--- config.mk ---
export PLATFORM = sky130hd
export DESIGN_NAME = sem_mag_pipe
export DESIGN_NICKNAME = d
export VERILOG_FILES = /design/src/rtl/sem_pkg.sv /design/src/rtl/sem_mag_pipe.sv
export SDC_FILE = /design/constraint.sdc
export NUM_CORES = 1
export LEC_CHECK = 0
export BUFFER_PORTS_ARGS = -buffer_cell sky130_fd_sc_hd__buf_4
export CORE_ASPECT_RATIO = 1.4
export CORE_UTILIZATION = 45
export CTS_CLUSTER_SIZE = 30
export DETAILED_ROUTE_END_ITERATION = 8
export GPL_ROUTABILITY_DRIVEN = 0
export HOLD_SLACK_MARGIN = 0.05
export PLACE_DENSITY = 0.68
export SETUP_SLACK_MARGIN = 0.1
export SYNTH_ARGS = -nofsm -noshare
export SYNTH_HDL_FRONTEND = slang
export SYNTH_SLANG_ARGS = --single-unit
--- constraint.sdc ---
create_clock -name i_clk -period 7.3 [get_ports i_clk]
set_input_delay 1.825 -clock i_clk [delete_from_list [all_inputs] [get_ports i_clk]]
set_output_delay 1.825 -clock i_clk [all_outputs]
set_load 0.01 [all_outputs]
--- src/rtl/sem_pkg.sv ---
// Shared widths, register indexes, types and the root step for the Sobel magnitude unit.
package sem_pkg;

    localparam int MAX_WIDTH   = 1024;
    localparam int COL_W       = $clog2(MAX_WIDTH);
    localparam int PIX_W       = 8;
    localparam int WIDTH_W     = 11;
    localparam int HEIGHT_W    = 16;
    localparam int CFG_DATA_W  = 16;
    localparam int CFG_INDEX_W = 1;
    localparam int GRAD_W      = 10;
    localparam int SQ_W        = 2 * GRAD_W;
    localparam int SUM_W       = SQ_W + 1;
    localparam int REM_W       = 16;
    localparam int ROOT_W      = 8;
    localparam int ROOT_STAGES = ROOT_W;

    localparam logic [CFG_INDEX_W-1:0] CFG_IMAGE_WIDTH  = 1'b0;
    localparam logic [CFG_INDEX_W-1:0] CFG_IMAGE_HEIGHT = 1'b1;

    localparam logic [WIDTH_W-1:0]  WIDTH_RESET  = 11'd1024;
    localparam logic [HEIGHT_W-1:0] HEIGHT_RESET = 16'd1024;
    localparam logic [WIDTH_W-1:0]  WIDTH_MIN    = 11'd3;
    localparam logic [HEIGHT_W-1:0] HEIGHT_MIN   = 16'd3;
    localparam logic [WIDTH_W-1:0]  WIDTH_MAX    = WIDTH_W'(MAX_WIDTH);

    // gradient magnitudes of one window, on their way to the root pipe
    typedef struct packed {
        logic              vld;
        logic [GRAD_W-1:0] ax;
        logic [GRAD_W-1:0] ay;
        logic              last;
    } t_grad;

    // partial root and remainder (operand minus root squared)
    typedef struct packed {
        logic [ROOT_W-1:0] root;
        logic [REM_W-1:0]  rem;
    } t_root_state;

    // one bit of a restoring square root: try root | 2^bitpos
    function automatic t_root_state root_step(input t_root_state s, input int unsigned bitpos);
        logic [REM_W:0] trial;
        t_root_state    res;
        trial = ({{(REM_W+1-ROOT_W){1'b0}}, s.root} << (bitpos + 1))
              + ((REM_W+1)'(1) << (2 * bitpos));
        res = s;
        if (trial <= {1'b0, s.rem}) begin
            res.root = s.root | (ROOT_W'(1) << bitpos);
            res.rem  = s.rem - trial[REM_W-1:0];
        end
        return res;
    endfunction

endpackage

--- src/rtl/sem_mag_pipe.sv ---
// Squaring, sum and eight-stage square root pipeline for the edge magnitude.
module sem_mag_pipe
    import sem_pkg::*;
(
    input  logic              i_clk,
    input  logic              i_rst_n,
    input  logic              i_advance,
    input  t_grad             i_grad,
    output logic              o_valid,
    output logic [ROOT_W-1:0] o_magnitude,
    output logic              o_last
);

    // squares
    logic              r_sq_vld;
    logic              r_sq_last;
    logic [SQ_W-1:0]   r_sqx;
    logic [SQ_W-1:0]   r_sqy;

    // sum, saturation flag
    logic              r_sum_vld;
    logic              r_sum_last;
    logic              r_sum_sat;
    logic [REM_W-1:0]  r_sum;

    // root stages
    logic              r_rt_vld  [0:ROOT_STAGES-1];
    logic              r_rt_last [0:ROOT_STAGES-1];
    logic              r_rt_sat  [0:ROOT_STAGES-1];
    t_root_state       r_rt      [0:ROOT_STAGES-1];

    logic [SUM_W-1:0]  sum_full;
    t_root_state       root_init;

    assign sum_full  = {1'b0, r_sqx} + {1'b0, r_sqy};
    assign root_init = '{root: '0, rem: r_sum};

    always_ff @(posedge i_clk) begin
        if (!i_rst_n) begin
            r_sq_vld  <= 1'b0;
            r_sum_vld <= 1'b0;
            for (int k = 0; k < ROOT_STAGES; k++) begin
                r_rt_vld[k] <= 1'b0;
            end
        end else if (i_advance) begin
            r_sq_vld  <= i_grad.vld;
            r_sum_vld <= r_sq_vld;
            r_rt_vld[0] <= r_sum_vld;
            for (int k = 1; k < ROOT_STAGES; k++) begin
                r_rt_vld[k] <= r_rt_vld[k-1];
            end
        end
    end

    always_ff @(posedge i_clk) begin
        if (i_advance) begin
            r_sqx      <= i_grad.ax * i_grad.ax;
            r_sqy      <= i_grad.ay * i_grad.ay;
            r_sq_last  <= i_grad.last;
            r_sum      <= sum_full[REM_W-1:0];
            r_sum_sat  <= |sum_full[SUM_W-1:REM_W];
            r_sum_last <= r_sq_last;
            r_rt[0]      <= root_step(root_init, ROOT_W - 1);
            r_rt_sat[0]  <= r_sum_sat;
            r_rt_last[0] <= r_sum_last;
            for (int k = 1; k < ROOT_STAGES; k++) begin
                r_rt[k]      <= root_step(r_rt[k-1], ROOT_W - 1 - k);
                r_rt_sat[k]  <= r_rt_sat[k-1];
                r_rt_last[k] <= r_rt_last[k-1];
            end
        end
    end

    assign o_valid     = r_rt_vld[ROOT_STAGES-1];
    assign o_last      = r_rt_last[ROOT_STAGES-1];
    assign o_magnitude = r_rt_sat[ROOT_STAGES-1] ? {ROOT_W{1'b1}}
                                                 : r_rt[ROOT_STAGES-1].root;

endmodule

==> flow_summary_export.csv, run 1 <==
group,metric,value,unit
route,viasPerCell,5.17,
clocking,cts_tree,"built",
clocking,cts.sinks,231,
timing,hold_violations,0,
floorplanning,die-area,35200,µm²
grt,gr-total-overflow,0,
finish,area_delta_synth_final,9.88,%
power_and_ir_drop,power_density,376,nW/µm²
setup_path,crit_chain,"buf_4 > nand2_1 > fa_1 > fa_1 > inv_1 > fa_1 > fa_1 > inv_1 > fa_1 > inv_1 > ha_1 > nand2_1 > o21ai_0 > a221o_1 > a31o_2 > a21oi_1 > o21a_1 > o211ai_1",
setup_path,worst_path_largest_cell_delay,0.55,ns
power_and_ir_drop,p_leak,0.00742,µW
floorplanning,ioPinCount,35,
timing,finalCriticalPeriod,6.22,ns
synthesis,netlist-cell-type-count,72,
timing,setup_viol,0,
setup_path,crit_cells,18,
finish,antenna_cells,0,
floorplanning,dieHeight,222,µm
synthesis,synth_area,15500,µm²
placement,dp_hpwl,20600,µm
synthesis,synth_top_area_share,44.1,%
setup_path,critical-path-top-delay-family,"adder cells",
timing,worst_pin_slew,0.887,ns
finish,instances_no_fill,1827,
clocking,post_cts_buffers,0,
route,dr.pass1.iters,6,
finish,post-route-util,50.1,%
floorplanning,die_x,159,µm
timing,rsz0062_at_grt,"no",
route,wirelength,26900,µm
power_and_ir_drop,peakVddDrop,0.000196,V
timing,fin_setup_tns,0,ns
setup_path,path_max_fanout,14,
timing,whs,0.418,ns
route,ant_nets,0,
setup_path,slowest_stage,"fa_1",
timing,skew,0.0313,ns
synthesis,synth_top_cell_by_area,"edfxtp_1",
clocking,numCtsBuffers,24,
route,drcViolationCount,0,
synthesis,synth_nets,1594,
synthesis,synth_top_cells_by_area,"edfxtp_1, ha_1, fa_1",
clocking,cts_hold_buf,0,
synthesis,ys_warn_count,0,
finish,layout.nets,1630,
floorplanning,core-area,34000,µm²
timing,max_slew_margin,40.5,%
flow_run,cap_viol_max_count,0,
grt,grt_usage,15.9,%
synthesis,avgSynthCellArea,11.7,µm²
setup_path,crit_path_end_kind,"flop",
power_and_ir_drop,report.power.total,6400,µW
floorplanning,num_rows,80,
timing,fin_crit_sh,85.2,%
setup_path,crit_end,"r_sqx[19]",
timing,slew_violations,0,
outcome,status,"complete, no violations",
grt,grt_max_degree,89,
clocking,cts_root_buf,"clkbuf_16",
setup_path,reg2reg_to,"r_rt[1][9]",
finish,nFillCells,2992,
clocking,htree_levels,1,
clocking,cts_resized,0,
setup_path,crit_arrival,6.49,ns
min_path,hold_start,"r_rt_last[1][1]",
setup_path,r2r_cells,6,
clocking,clk_pin_slew,0.06,ns
synthesis,ys_ff_latch,231,
setup_path,crit_type,"in -> reg",
setup_path,r2r_start,"r_rt[0][83]",
timing,fmax,161,MHz
synthesis,synth-seq-area-share,44.5,%
floorplanning,start_util,45.6,%
route,initialDrtViolationCount,503,
setup_path,cp-start-kind,"input pin",
clocking,clk_latency,0.53,ns
grt,grt_pass1_vias,10100,
setup_path,crit_buf_inv,4,
synthesis,synth_flop_cell,"edfxtp_1",
synthesis,async_reset_ff_share,0,%
route,wl_per_cell,14.7,µm
setup_path,critical_path_required,7.57,ns
setup_path,rrSetupSlack,4.31,ns
route,vias,9449,
placement,io_buffer_count,34,
synthesis,synth-edff-count,228,
finish,drive_gt1_share,7.27,%
synthesis,netlist_instances,1322,
min_path,hp-class,"reg -> reg",
placement,placed_cells,1783,
grt,antenna_found_initial,0,
grt,grt_pass1_wl,45700,µm
setup_path,cp_common_cell,"fa_1",
setup_path,crit_path_start,"i_grad[11]",
clocking,cts_buffer_depth,3,
## through the flow
stage / worst slack (ns) / cell area [µm²]
floorplan: 0.662 / 15500
global placement: 0.587 / 16200
detailed placement: 0.524 / 16200
CTS: 1.08 / 17000
global route: 0.810 / 17000
finish: 1.08 / 17000
## per-layer routing
layer  track usage [%]  vias up  share of wire (%)
met3              1.80       48                2.2
met2              34.1      102                 60
met1              15.0     4642                 35
met5                 0        -                  0
li1                  -     4657                  -
met4              4.93        0                2.8
## report_power, final
part | leakage, µW | internal [µW] | total, µW | switching [µW]
logic | 0.00481 | 1360 | 2990 | 1630
clock network | 0.000378 | 718 | 1220 | 504
registers | 0.00223 | 2010 | 2190 | 176
total | 0.00742 | 4090 | 6400 | 2310
## sequential cells by signal (all words and copies together), names as in the netlist, 8 cells and up
name and flops:
r_sum 16, r_rt 148, r_rt_sat 8, r_sqx 19, r_sqy 19, r_rt_vld 8
r_rt_last 8
## cells by family after synthesis
group | after synthesis | synth area share, %
AO/OA/AOI/OAI | 198 | 8.69
multiplexers | 9 | 0.621
buffers and inverters | 214 | 5.22
AND/OR/NAND/NOR | 335 | 11.5
adder cells (fa/ha/maj) | 247 | 24.5
flip-flops | 231 | 44.5
XOR/XNOR | 88 | 4.97
## how the worst min path moves through the flow
stage	slack, ns	to	cells after the start
floorplan	0.40	r_rt[0][0]	0
global placement	0.40	r_rt[0][7]	0
detailed placement	0.40	r_rt[0][10]	0
CTS	0.42	r_rt[0][2]	0
global route	0.42	r_rt[0][2]	0
finish	0.42	r_rt_last[1][2]	0
## Yosys cell counts (4+ instances only)
master and n:
a211oi_1 9, a21o_1 24, a21oi_1 50, a31oi_1 5, and2_1 58, and3_1 13
clkbuf_1 23, edfxtp_1 228, fa_1 94, ha_1 153, inv_1 187, mux2i_1 4
nand2_1 81, nand2b_1 15, nand3_1 7, nand3b_1 5, nand4_1 9, nand4b_1 7
nor2_1 60, nor2b_1 20, nor3_1 20, nor4_1 6, nor4b_1 7, o211ai_1 6
o21a_1 26, o21ai_0 24, o21ai_1 16, or2_2 12, or4_1 4, xnor2_1 61
xor2_1 27
## final cells by class
class / count / area [µm²] / share of cell area, %
clock buffer: 29 / 619 / 3.63
clock inverter: 15 / 175 / 1.03
inverter: 188 / 706 / 4.14
multi-input combinational: 877 / 7790 / 45.7
sequential: 231 / 6910 / 40.5
tap: 451 / 564 / 3.31
timing repair buffer: 36 / 278 / 1.63
## cell usage in the layout (no fill, tap or decap), drive strengths merged, types with 24 or more instances in the layout
cell    synthesis  routed
nand2          81      81
and2           59      59
a21oi          50      50
inv           188     190
o21a           26      26
o21ai          40      40
ha            153     153
xor2           27      27
xnor2          61      61
a21o           24      24
buf             3      36
nor2           60      60
fa             94      94
clkbuf         23      29
edfxtp        228     228
No activity file was read; power rests on OpenSTA's default activity.
==> inputs of run 2 (changes only) <==
--- a/config.mk
+++ b/config.mk
@@ -5,12 +5,11 @@
 export SDC_FILE = /design/constraint.sdc
 export NUM_CORES = 1
 export LEC_CHECK = 0
-export BUFFER_PORTS_ARGS = -buffer_cell sky130_fd_sc_hd__buf_4
+export BUFFER_PORTS_ARGS = -buffer_cell sky130_fd_sc_hd__clkbuf_2
 export CORE_ASPECT_RATIO = 1.4
 export CORE_UTILIZATION = 45
 export CTS_CLUSTER_SIZE = 30
 export DETAILED_ROUTE_END_ITERATION = 8
-export GPL_ROUTABILITY_DRIVEN = 0
 export HOLD_SLACK_MARGIN = 0.05
 export PLACE_DENSITY = 0.68
 export SETUP_SLACK_MARGIN = 0.1
==> flow_summary_export.csv, run 2 (synthesis results as in run 1) <==
group,metric,value,unit
power_and_ir_drop,peakVddDrop,0.000224,V
timing,hold_violations,0,
finish,final_common_cell,"edfxtp_1",
timing,fin_crit_sh,87.3,%
setup_path,crit_path_end_kind,"flop",
grt,grt_pass1_wl,45000,µm
power_and_ir_drop,report.power.total,6410,µW
floorplanning,num_rows,80,
finish,top_register,"r_rt",
timing,finalCriticalPeriod,6.37,ns
placement,placed_area,16200,µm²
timing,slew_violations,0,
timing,skew,0.0247,ns
route,dr.pass1.iters,5,
timing,max_slew_margin,41.2,%
clocking,cts_root_buf,"clkbuf_16",
route,ant_nets,0,
finish,final_cell_mix,"edfxtp_1, inv_1, ha_1, fa_1, nand2_1",
floorplanning,die-area,35200,µm²
timing,whs,0.417,ns
grt,gr-total-overflow,0,
finish,stdcell_area,17000,µm²
floorplanning,die_x,159,µm
placement,placed_cells,1783,
setup_path,critical_path_required,7.57,ns
power_and_ir_drop,power_density,377,nW/µm²
timing,worst_pin_slew,0.877,ns
setup_path,path_max_fanout,14,
clocking,cts_hold_buf,0,
finish,largest_reg_flops,148,
floorplanning,ioPinCount,35,
grt,grt_pass1_vias,10200,
setup_path,crit_arrival,6.64,ns
timing,fmax,157,MHz
clocking,htree_levels,1,
route,vias,9383,
floorplanning,start_util,45.6,%
setup_path,critical-path-top-delay-family,"adder cells",
setup_path,cp-start-kind,"input pin",
route,viasPerCell,5.14,
grt,grt_usage,15.5,%
setup_path,worst_path_largest_cell_delay,0.56,ns
clocking,post_cts_buffers,0,
setup_path,crit_buf_inv,4,
clocking,cts_tree,"built",
placement,dp_hpwl,20500,µm
outcome,status,"complete, no violations",
placement,gp_congestion,0.827,
clocking,clk_pin_slew,0.06,ns
route,wirelength,26500,µm
grt,grt_max_degree,118,
finish,reg_top3,"r_rt: 148 flops, r_sqx: 19 flops, r_sqy: 19 flops",
timing,fin_setup_tns,0,ns
finish,antenna_cells,0,
setup_path,slowest_stage,"fa_1",
placement,io_buffer_count,34,
floorplanning,core-area,34000,µm²
clocking,cts_buffer_depth,3,
setup_path,crit_type,"in -> reg",
clocking,clk_latency,0.53,ns
route,wl_per_cell,14.5,µm
finish,layout.nets,1630,
clocking,cts_resized,0,
finish,drive_gt1_share,7.41,%
timing,rsz0062_at_grt,"no",
flow_run,cap_viol_max_count,0,
clocking,numCtsBuffers,24,
clocking,cts.sinks,231,
route,initialDrtViolationCount,418,
power_and_ir_drop,p_leak,0.00742,µW
timing,setup_viol,0,
finish,area_delta_synth_final,9.49,%
setup_path,crit_chain,"clkbuf_2 > nand2_1 > fa_1 > fa_1 > inv_1 > fa_1 > fa_1 > inv_1 > fa_1 > inv_1 > ha_1 > nand2_1 > o21ai_0 > a221o_1 > a31o_2 > a21oi_1 > o21a_1 > o211ai_1",
setup_path,cp_common_cell,"fa_1",
floorplanning,dieHeight,222,µm
grt,antenna_found_initial,0,
min_path,hp-class,"reg -> reg",
finish,instances_no_fill,1827,
route,drcViolationCount,0,
==> run 2: cell types whose count changed in the layout (fill, tap and decap cells not counted), sizes merged <==
cell | before | now
clkbuf | 29 | 58
buf | 36 | 3
clkinv | 7 | 13
clkinvlp | 3 | 0
bufinv | 3 | 4
==> run 2: area by class of cell <==
cell class | instances | area, µm²
Clock buffer | 25 | 604
Inverter | 188 | 706
Sequential cell | 231 | 6910
Tap cell | 451 | 564
Clock inverter | 19 | 211
Multi-Input combinational cell | 877 | 7790
Fill cell | 2998 | 17100
Timing Repair Buffer | 36 | 195
==> run 2: path summary, 6_finish.rpt <==
| path | start | to | slack [ns] | cells past startpoint |
|---|---|---|---|---|
| worst max-delay path | i_grad[11] | r_sqx[19] | 0.93 | 18 |
| worst min-delay path | r_rt_last[0][0] | r_rt_last[0][1] | 0.42 | 0 |
| worst max register to register | r_rt[0][83] | r_rt[1][9] | 4.32 | 6 |
| worst min register to register | r_rt_last[0][0] | r_rt_last[0][1] | 0.42 | 0 |
==> run 2: routing by layer <==
metal  share of wire [%]  global-route usage [%]
met1                  34                    14.1
met2                  61                    34.1
met3                 2.3                    1.68
met4                 2.8                    4.87
met5                   0                       0
==> run 2: power breakdown <==
group | internal [µW] | leakage (µW) | switching, µW | total (µW)
clock | 747 | 0.000405 | 498 | 1250
sequential | 2010 | 0.00223 | 177 | 2190
combinational | 1350 | 0.00479 | 1620 | 2970
==> run 2: worst register-to-register path, stage by stage (launching register included) <==
cell	delay (ns)
edfxtp_1	0.39
ha_1	0.41
nand4b_1	0.15
or4_1	0.50
o41ai_2	0.43
or3b_1	0.49
mux2_1	0.37
==> run 2: stage by stage <==
stage	setup slack, ns	utilization, %
global placement	0.480	47.5
CTS	0.927	49.9
finish	0.930	49.9
floorplan	0.662	-
global route	0.679	49.9
detailed placement	0.366	47.5
==> inputs of run 3 (changes only) <==
--- a/config.mk
+++ b/config.mk
@@ -5,14 +5,17 @@
 export SDC_FILE = /design/constraint.sdc
 export NUM_CORES = 1
 export LEC_CHECK = 0
+export ABC_AREA = 1
 export BUFFER_PORTS_ARGS = -buffer_cell sky130_fd_sc_hd__clkbuf_2
+export CAP_MARGIN = 20
 export CORE_ASPECT_RATIO = 1.4
 export CORE_UTILIZATION = 45
 export CTS_CLUSTER_SIZE = 30
 export DETAILED_ROUTE_END_ITERATION = 8
 export HOLD_SLACK_MARGIN = 0.05
-export PLACE_DENSITY = 0.68
+export PLACE_DENSITY = 0.67
 export SETUP_SLACK_MARGIN = 0.1
+export SLEW_MARGIN = 20
 export SYNTH_ARGS = -nofsm -noshare
 export SYNTH_HDL_FRONTEND = slang
 export SYNTH_SLANG_ARGS = --single-unit
==> flow_summary_export.csv, run 3 <==
group,metric,value,unit
synthesis,synth_top_cell_by_area,"edfxtp_1",
setup_path,crit_path_end_kind,"flop",
synthesis,avgSynthCellArea,9.73,µm²
timing,setup_viol,0,
power_and_ir_drop,power_density,389,nW/µm²
clocking,cts_tree,"built",
finish,final_cell_mix,"nand2_1, inv_1, edfxtp_1, ha_1, nor2_1",
setup_path,cp-start-kind,"input pin",
synthesis,synth_top_area_share,41.8,%
timing,rsz0062_at_grt,"no",
clocking,cts_root_buf,"clkbuf_16",
clocking,numCtsBuffers,25,
synthesis,ys_ff_latch,231,
grt,grt_pass1_wl,52900,µm
setup_path,rrSetupSlack,4.78,ns
synthesis,netlist_instances,1682,
floorplanning,die-area,37100,µm²
floorplanning,ioPinCount,35,
synthesis,synth-edff-count,228,
clocking,cts_buffer_depth,3,
clocking,cts.sinks,231,
synthesis,synthMostInstantiatedCell,"nand2_1",
finish,antenna_cells,0,
route,dr.pass1.iters,5,
finish,area_delta_synth_final,8.95,%
route,wirelength,32300,µm
synthesis,async_reset_ff_share,0,%
route,viasPerCell,5.06,
route,vias,11100,
power_and_ir_drop,p_sw,2870,µW
placement,io_buffer_count,34,
clocking,clk_pin_slew,0.07,ns
power_and_ir_drop,p_clk_share,18.3,%
floorplanning,dieHeight,228,µm
floorplanning,start_util,45.7,%
setup_path,crit_buf_inv,4,
outcome,status,"complete, no violations",
synthesis,synth_top_cells_by_area,"edfxtp_1, ha_1, fa_1",
synthesis,synth_area,16400,µm²
timing,fin_crit_sh,83.7,%
power_and_ir_drop,seq_power_share,31.8,%
finish,layout.nets,1988,
setup_path,path_max_fanout,10,
power_and_ir_drop,internal_power,4060,µW
route,wl_per_cell,14.7,µm
finish,final_common_cell,"nand2_1",
flow_run,cap_viol_max_count,0,
route,ant_nets,0,
floorplanning,core-area,35800,µm²
grt,grt_max_degree,104,
clocking,cts_resized,0,
power_and_ir_drop,switching_share,41.4,%
synthesis,netlist-cell-type-count,47,
grt,gr-total-overflow,0,
route,drcViolationCount,0,
synthesis,synth_commonest_cells,"nand2_1, inv_1, edfxtp_1",
clocking,post_cts_buffers,0,
min_path,hp-class,"reg -> reg",
setup_path,slowest_stage,"fa_1",
grt,grt_pass1_vias,11400,
finish,largest_reg_flops,148,
timing,slew_violations,0,
floorplanning,num_rows,82,
clocking,clk_latency,0.52,ns
finish,instances_no_fill,2197,
synthesis,ys_warn_count,0,
setup_path,crit_type,"in -> reg",
synthesis,synth-seq-area-share,42.2,%
setup_path,critical_path_required,7.58,ns
power_and_ir_drop,p_comb_share,49.9,%
synthesis,synth_nets,1954,
timing,max_slew_margin,47.5,%
placement,placed_cells,2151,
timing,worst_pin_slew,0.787,ns
power_and_ir_drop,p_leak,0.00855,µW
setup_path,critical-path-top-delay-family,"adder cells",
setup_path,worst_path_largest_cell_delay,0.56,ns
timing,fmax,164,MHz
timing,skew,0.0147,ns
finish,drive_gt1_share,7.26,%
finish,top_register,"r_rt",
timing,hold_violations,0,
floorplanning,die_x,163,µm
timing,fin_setup_tns,0,ns
setup_path,crit_arrival,6.39,ns
clocking,cts_hold_buf,0,
setup_path,crit_chain,"clkbuf_2 > nand2_1 > fa_1 > fa_1 > inv_1 > fa_1 > fa_1 > inv_1 > fa_1 > inv_1 > ha_1 > nand2_1 > nor2_1 > nand4_1 > o21ai_0 > nand2_1 > nand3b_1 > nand2_1",
placement,gp_congestion,0.883,
setup_path,cp_common_cell,"fa_1",
power_and_ir_drop,peakVddDrop,0.000323,V
placement,dp_hpwl,25600,µm
route,initialDrtViolationCount,604,
timing,finalCriticalPeriod,6.11,ns
grt,grt_usage,18.0,%
grt,antenna_found_initial,0,
clocking,htree_levels,1,
finish,reg_top3,"r_rt: 148 flops, r_sqx: 19 flops, r_sqy: 19 flops",
synthesis,synth_flop_cell,"edfxtp_1",
==> run 3: layer usage <==
metal,wire (µm),global-route usage [%],part of all wire (%),vias up
li1,-,-,-,5564
met1,11400,17.2,35,5335
met2,18700,37.3,58,154
met3,700,1.83,2.2,72
met4,1450,8.59,4.5,0
met5,0,0,0,-
==> run 3: path summary, 6_finish.rpt <==
check,depth (start not counted),startpoint,endpoint
max reg2reg,10,r_rt[1][43],r_rt[1][57]
min reg2reg,0,r_sum_last,r_rt_last[0][0]
max,18,i_grad[10],r_sqy[19]
min,0,r_sum_last,r_rt_last[0][0]
==> run 3: area by class of cell <==
cell class	count	area (µm²)
repair buffers	37	203
well taps	462	578
flip-flops and latches	231	6910
clock inverters	21	200
multi-input cells	1102	8120
fillers	3227	18000
inverters	319	1200
clock buffers	25	626
==> run 3: stage by stage <==
stage,instance area (µm²),hold WS [ns],utilization (%),total power [µW],setup slack [ns]
6_report,17800,0.414,49.8,6930,1.19
5_1_grt,17800,0.422,49.8,7550,0.906
4_1_cts,17800,0.416,49.8,7000,1.16
3_5_place_dp,17000,0.405,47.5,5710,0.623
3_3_place_gp,17000,0.401,47.5,5650,0.779
2_1_floorplan,16400,0.400,-,4830,0.938
==> run 3: kinds of logic (layout without fill, tap and decap cells) <==
family	Yosys count	count (layout)	synth area share [%]
flip-flops	231	231	42.2
XOR/XNOR	80	80	4.28
buffers and inverters	349	402	8.19
adder cells (fa/ha/maj)	247	247	23.2
AND/OR/NAND/NOR	581	581	15.1
AO/OA/AOI/OAI	194	194	7.04
==> run 3: power by group through the flow <==
stage | Clock (µW) | Sequential [µW] | Combinational, µW
floorplan | 0 | 2150 | 2680
global placement | 0 | 2220 | 3420
detailed placement | 0 | 2240 | 3470
CTS | 1290 | 2210 | 3500
global route | 1340 | 2240 | 3970
finish | 1270 | 2200 | 3460
==> run 3: worst register-to-register path: cells and delay by family, from the launching register on <==
family	cells	cell delay [ns]
buffers and inverters	2	0.33
AO/OA/AOI/OAI	4	0.63
AND/OR/NAND/NOR	3	0.64
adder cells (fa/ha/maj)	1	0.31
flip-flops	1	0.39
